$ cat config.mk
export PLATFORM = sky130hd
export DESIGN_NAME = pvs_cell
export DESIGN_NICKNAME = d
export VERILOG_FILES = /design/src/rtl/pvs_pkg.sv /design/src/rtl/pvs_cell.sv
export SDC_FILE = /design/constraint.sdc
export NUM_CORES = 1
export LEC_CHECK = 0
export ABC_AREA = 0
export BUFFER_PORTS_ARGS = -buffer_cell sky130_fd_sc_hd__clkbuf_2
export CAP_MARGIN = 30
export CORE_MARGIN = 3
export CORE_UTILIZATION = 45
export DETAILED_ROUTE_END_ITERATION = 12
export GPL_TIMING_DRIVEN = 0
export PLACE_DENSITY = 0.8
export SETUP_SLACK_MARGIN = 0.05
export SYNTH_ARGS = -nofsm -noshare
export SYNTH_HDL_FRONTEND = slang
export SYNTH_SLANG_ARGS = --single-unit
$ cat constraint.sdc
create_clock -name clk -period 0.8 [get_ports clk]
set_input_delay 0.16 -clock clk [delete_from_list [all_inputs] [get_ports clk]]
set_output_delay 0.16 -clock clk [all_outputs]
set_load 0.02 [all_outputs]
$ cat src/rtl/pvs_pkg.sv
// ----------------------------------------------------------------------------
// pvs_pkg
// Types and constants shared by the voice bank modules.
// ----------------------------------------------------------------------------
package pvs_pkg;

	typedef struct packed {
		logic [31:0]        phase;
		logic [31:0]        step;
		logic [15:0]        amp;
		logic               on;
		logic [2:0]         wave;
		logic [11:0]        click;
		logic [15:0]        gain;
		logic signed [15:0] mem;
	} voice_t;

	localparam logic [2:0] WAVE_SINE  = 3'd0;
	localparam logic [2:0] WAVE_TRI   = 3'd1;
	localparam logic [2:0] WAVE_SQR   = 3'd2;
	localparam logic [2:0] WAVE_SAW   = 3'd3;
	localparam logic [2:0] WAVE_CLICK = 3'd4;
	localparam logic [2:0] WAVE_NOISE = 3'd5;

	localparam logic [1:0] CFG_DECAY_LONG   = 2'd0;
	localparam logic [1:0] CFG_DECAY_SHORT  = 2'd1;
	localparam logic [1:0] CFG_CLICK_LENGTH = 2'd2;

	localparam logic [15:0] DECAY_LONG_RST   = 16'd65519;
	localparam logic [15:0] DECAY_SHORT_RST  = 16'd65445;
	localparam logic [11:0] CLICK_LENGTH_RST = 12'd192;

	localparam logic [15:0] AMP_START    = 16'd32768;
	localparam logic [15:0] AMP_IDLE     = 16'd66;
	localparam logic [16:0] SQUARE_LEVEL = 17'd26214;
	localparam logic [15:0] CLICK_GAIN   = 16'd19661;
	localparam logic [16:0] SIN_C1       = 17'd102944;
	localparam logic [15:0] SIN_C3       = 16'd42334;
	localparam logic [12:0] SIN_C5       = 13'd5223;
	localparam logic [31:0] LFSR_TAPS    = 32'h80200003;
	localparam logic [31:0] LFSR_SEED    = 32'hACE1ACE1;

endpackage

$ cat src/rtl/pvs_cell.sv
// ----------------------------------------------------------------------------
// pvs_cell
// One voice slot of the ring; takes its neighbor's voice on each shift.
// ----------------------------------------------------------------------------
module pvs_cell (
	input  logic            clk,
	input  logic            arst_n,
	input  logic            shift,
	input  pvs_pkg::voice_t d,
	output pvs_pkg::voice_t q
);
	import pvs_pkg::*;

	always_ff @(posedge clk or negedge arst_n) begin
		if (!arst_n) begin
			q <= '0;
		end else if (shift) begin
			q <= d;
		end
	end

endmodule

### Yosys cells after proc, flatten, opt, wreduce, memory -nomap -nowiden

Cells that the tools add are included.

* word-level logic and storage cells: 8
* bits of input ports: 131
* register bits after elaboration: 128

### Depth between registers and ports, before layout

Gate-level depths: netlist of the first run.

* depth after elaboration: 0
* gate-level depth with buffers: 3
* mapped depth without buffers: 1

### Worst setup path before layout of the first run

No wires, ideal clock.

* path type: input -> register
* start point: in shift
* end point: reg q[0] in the netlist's numbering
* slack: -0.098 ns
* stages: 3
* setup time: 0.125 ns
* data required time: 0.675 ns
* arrival time: 0.773 ns
* cell sequence: buf_6 > clkbuf_8 > mux2_2

RTL lines
* start: declaration: RTL line pvs_cell.sv:8 `input logic shift,`
* end signal: assignment: RTL line pvs_cell.sv:16 `q <= '0;`
* end signal: assignment: RTL line pvs_cell.sv:18 `q <= d;`
* end: declaration: RTL line pvs_cell.sv:10 `output pvs_pkg::voice_t q`

No word-level cell between the ends.

### Final worst setup path of the first run

* start point: reg q[83] in the netlist's numbering
* end point: out q[83] in the netlist's numbering

No word-level cell between the ends.

==> results of run 1 <==
stage by stage:
stage	TNS, ns	cell area (µm²)
global placement	-300.54	6520
floorplan	-8.83	5060
detailed placement	-18.15	6550
global route	-67.83	9880
finish	-64.06	9880
CTS	-57.59	8870
kinds of logic after synthesis:
family	Yosys count	share of synthesized area (%)
muxes	128	29.9
buffers and inverters	14	3.68
DFF	128	66.4
layout by cell type, fill, tap and decap left out:
cell / count
dlygate4sd3_1: 128
buf_8: 9
clkbuf_2: 128
clkinvlp_4: 2
clkbuf_8: 33
clkbuf_1: 4
buf_12: 3
clkinv_2: 3
mux2_4: 55
clkbuf_16: 24
buf_6: 128
dfrtp_1: 120
buf_4: 18
dfrtp_2: 8
mux2_2: 73
bufinv_16: 1
buf_16: 1
power by group:
part	internal [mW]	switching (mW)	leakage, nW
registers	7.14	0.662	1.49
logic	3.20	2.27	3.08
clock network	4.32	2.93	0.257
area by class of cell:
cell class	instances	share of cell area [%]
clock buffers	24	4.76
well taps	136	1.72
plain buffers	14	2.98
multi-input cells	128	16.7
repair buffers	438	40.7
clock inverters	6	0.608
flip-flops and latches	128	32.5
path summary, 6_finish.rpt:
| path | from | endpoint | cells after the start |
|---|---|---|---|
| max in group asynchronous | arst_n | q[46] | 2 |
| min in group clk | shift | q[15] | 2 |
| worst max-delay path | q[83] | q[83] | 1 |
| worst min-delay path | arst_n | q[30] | 1 |
| worst max register to register | q[51] | q[51] | 3 |
| worst min register to register | q[109] | q[109] | 1 |
cell usage after synthesis:
master    count
buf_6         6
clkbuf_8      8
dfrtp_1     128
mux2_2      128
timing repair:
action	4_1_cts	5_1_grt
gates cloned	0	0
hold endpoints to repair	256	136
pin swaps	0	0
buffers inserted	22	37
endpoints found under the setup margin	216	256
resized for setup	79	339
metal layers:
| layer | vias up | track usage, % |
|---|---|---|
| met5 | - | 0 |
| met4 | 0 | 13.6 |
| met3 | 105 | 8.57 |
| met2 | 296 | 51.3 |
| met1 | 2324 | 28.3 |
| li1 | 1865 | - |
==> impl_metrics.tcl, run 1 <==
set metrics [dict create \
    row_count 37 \
    grt_setup_unrepaired "true" \
    post-route-period-util_pct 162 \
    worst_setup_path_end_kind "primary output" \
    regMostFlops "q" \
    ys_types 4 \
    rrSetupSlack_ns -0.27 \
    fillerInstances 227 \
    ys_warn_count 0 \
    die_area_um2 12000 \
    antenna_found_initial 0 \
    cts-root-buf "clkbuf_8" \
    crit_family "flip-flops" \
    fmax_ghz 0.770 \
    synth_fp_nets 401 \
    grt-ovfl-total 0 \
    leakagePower_nw 4.83 \
    dr_wl_met2_um 12400 \
    syn_area_per_cell_um2 17.9 \
    cp_slowest_cell "dfrtp_1" \
    drive_gt1_share_pct 65.9 \
    violations "hold timing, setup timing" \
    place_congestion 0.717 \
    hpwl_um 8840 \
    met3_length_um 1640 \
    drc 0 \
    top_regs "q x128" \
    cts_made_buffers 17 \
    pre_cts_ws_ns -0.170 \
    die_w_um 110 \
    port_buffers 257 \
    total_power_mw 20.5 \
    dp.cells 664 \
    wl_per_cell_um 26.6 \
    syn-instance-count 270 \
    post-route-min-period_ns 1.30 \
    setup_viol 212 \
    finalHoldViolCount 136 \
    maxCapViolCount 0 \
    gr-usage-all-layers_pct 27.8 \
    htreeDepth 4 \
    via_per_inst 5.25 \
    cts_hold_buf 128 \
    worst-path-buf-inv 1 \
    syn-cell-area_um2 4820 \
    routed.top_layer "met4" \
    power-per-cell-area_nw_per_um2 2080 \
    arrival_ns 1.14 \
    slowest_delay_ns 0.44 \
    largest_register_ffs 128 \
    coreArea_um2 10400 \
    whs_ns -0.496 \
    required_ns 0.64 \
    ant_nets 0 \
    grt_pass1_wl_um 24400 \
    die_y_um 110 \
    yosysTopAreaCell "dfrtp_1" \
    insertion_delay_ns 0.53 \
    ios 259 \
    cp-start-kind "flop" \
    start_util_pct 46.5 \
    synth.area.top_cells "dfrtp_1, mux2_2, clkbuf_8" \
    area_growth_syn_to_layout_pct 105 \
    path_max_fanout 2 \
    min_path_type "in2async" \
    grt_pass1_vias 4629 \
    grt_max_degree 103 \
    slew_headroom_pct 64.5 \
    route.vias.total 4590 \
    synth-seq-cells 128 \
    clkTransAtPathRegs_ns 0.06 \
    nets 858 \
    synth_top_area_share_pct 66.4 \
    critical_path_class "reg2out" \
    yosysSeqAreaShare_pct 66.4 \
    fin_cells 874 \
    regArea_um2 3210 \
    fin_worst_skew_ns 0 \
    wl_met1_um 7790 \
    slew_violations 0 \
    cts_tree "done" \
    wl_um 23300 \
    final_util_pct 95.3 \
    tightest_slew_ns 0.533 \
    multi_input_area_um2 1650 \
    n_antenna_cell 0 \
    drt-initial-drc-count 236 \
    status "finished with violations" \
    firstDrtPassIters 4 \
    ir_drop_v 0.00168 \
    crit_path_cell_trace "buf_6" \
    cts_buffer_depth 2 \
    cts.sinks 128 \
    setup_slack_ns -0.499 \
]
Note: power is estimated with default switching activity, not from simulation.
==> run 2, diff against run 1 <==
==> constraint.sdc (replaced) <==
create_clock -name clk -period 0.8 [get_ports clk]
set_input_delay 0.04 -clock clk [delete_from_list [all_inputs] [get_ports clk]]
set_output_delay 0.04 -clock clk [all_outputs]
set_load 0.02 [all_outputs]
==> impl_metrics.tcl, run 2 (synthesized netlist as in run 1, its figures left out) <==
set metrics [dict create \
    status "finished with violations" \
    violations "hold timing, setup timing" \
    setup_slack_ns -0.352 \
    power-per-cell-area_nw_per_um2 2180 \
    rrSetupSlack_ns -0.27 \
    drive_gt1_share_pct 82.0 \
    via_per_inst 5.30 \
    die_y_um 110 \
    placed_area_um2 6470 \
    use_met3_pct 8.16 \
    setup_viol 230 \
    drc 0 \
    top_regs "q x128" \
    cp_slowest_cell "dfrtp_2" \
    worst_setup_path_end_kind "primary output" \
    row_count 37 \
    min_path_type "in2async" \
    rr_endpoint "q[23]" \
    wl_per_cell_um 28.2 \
    insertion_delay_ns 0.52 \
    cts-root-buf "clkbuf_8" \
    die_area_um2 12000 \
    cp.depth 1 \
    post-route-period-util_pct 144 \
    regMostFlops "q" \
    slew_headroom_pct 67.6 \
    fin_area_um2 10000 \
    use_met1_pct 29.3 \
    finalHoldViolCount 136 \
    die_w_um 110 \
    crit_path_start "q[124]" \
    arrival_ns 1.11 \
    multi_input_area_um2 1620 \
    r2r-start "q[23]" \
    grt-ovfl-total 0 \
    n_antenna_cell 0 \
    maxCapViolCount 0 \
    cts_hold_buf 128 \
    busiest_layer "met2" \
    worst-path-buf-inv 1 \
    critical_path_class "reg2out" \
    area_growth_syn_to_layout_pct 107 \
    fmax_ghz 0.868 \
    grt_setup_unrepaired "true" \
    firstDrtPassIters 4 \
    tightest_slew_ns 0.485 \
    fin_worst_skew_ns 0 \
    crit_family "flip-flops" \
    gr-usage-all-layers_pct 28.7 \
    slowest_delay_ns 0.44 \
    port_buffers 257 \
    path_max_fanout 2 \
    cts_tree "done" \
    grt_pass1_vias 4700 \
    cts_buffer_depth 2 \
    clkTransAtPathRegs_ns 0.07 \
    grt_pass1_wl_um 25200 \
    ir_drop_v 0.00210 \
    ios 259 \
    slew_violations 0 \
    antenna_found_initial 0 \
    final_cell_mix "dlygate4sd3_1, clkbuf_2, dfrtp_2, buf_6, mux2_2" \
    crit_end "q[124]" \
    drt-initial-drc-count 268 \
    fillerInstances 179 \
    hpwl_um 8910 \
    place_congestion 0.741 \
    grt_max_degree 75 \
    cp-start-kind "flop" \
    route.vias.total 4575 \
    nets 845 \
    htreeDepth 4 \
    post-route-min-period_ns 1.15 \
    whs_ns -0.518 \
    crit_path_cell_trace "buf_6" \
    start_util_pct 46.5 \
    largest_register_ffs 128 \
    regArea_um2 3360 \
    rr_worst_depth 3 \
    ant_nets 0 \
    cts_made_buffers 17 \
    wl_um 24300 \
    required_ns 0.76 \
    cts.sinks 128 \
    coreArea_um2 10400 \
    leakagePower_nw 4.64 \
    grtUsageMet2_pct 53.5 \
]
run 2: changes by cell type in the layout (fill, tap and decap cells not counted), moves of 3 or more:
cell and change:
dfrtp_1 -120, clkbuf_8 -21, buf_6 -14, buf_8 +49, buf_4 -17, mux2_4 -8, clkbuf_16 -8, buf_12 -3
mux2_2 +8, bufinv_16 +3, dfrtp_2 +120
run 2: area by class of cell:
cell class | instances | share of cell area, %
Multi-Input combinational cell | 128 | 16.2
Timing Repair Buffer | 425 | 40.6
Sequential cell | 128 | 33.6
Tap cell | 136 | 1.70
Clock buffer | 22 | 4.53
Clock inverter | 10 | 1.59
Buffer | 14 | 1.78
run 2: worst min path at each step:
stage | slack, ns | startpoint | cells after the start | end
finish | -0.52 | arst_n | 1 | q[1]
global route | -0.50 | arst_n | 1 | q[3]
CTS | -0.52 | arst_n | 1 | q[3]
detailed placement | 0.03 | arst_n | 1 | q[3]
global placement | 0.27 | d[102] | 2 | q[102]
floorplan | -0.26 | arst_n | 0 | q[0]
run 2: power by group:
| part | internal, mW | total (mW) | switching [mW] |
|---|---|---|---|
| logic | 3.20 | 5.47 | 2.27 |
| registers | 7.25 | 7.99 | 0.738 |
| clock network | 5.23 | 8.33 | 3.11 |
| total | 15.7 | 21.8 | 6.11 |
run 2: what timing repair did:
item	in CTS	in global routing
buffers inserted	17	37
cloned	0	0
resized for setup	148	337
setup endpoints to repair	256	256
endpoints found under the hold margin	256	136
run 2: layer usage:
| layer | share of wire [%] | vias to the layer above |
|---|---|---|
| met3 | 7.0 | 132 |
| met1 | 33 | 2276 |
| li1 | - | 1839 |
| met2 | 53 | 328 |
| met4 | 7.1 | 0 |
| met5 | 0 | - |
run 2: per-stage QoR:
| stage | TNS [ns] | util (%) | setup WS, ns | power [mW] | cells |
|---|---|---|---|---|---|
| global placement | -309.56 | 62.1 | -2.38 | 10.5 | 663 |
| CTS | -44.46 | 88.0 | -0.350 | 19.9 | 841 |
| finish | -47.17 | 96.4 | -0.352 | 21.8 | 863 |
| floorplan | -1.71 | - | -0.0133 | 9.34 | 270 |
| detailed placement | -7.79 | 62.4 | -0.0960 | 10.7 | 664 |
| global route | -52.36 | 96.4 | -0.382 | 22.3 | 863 |
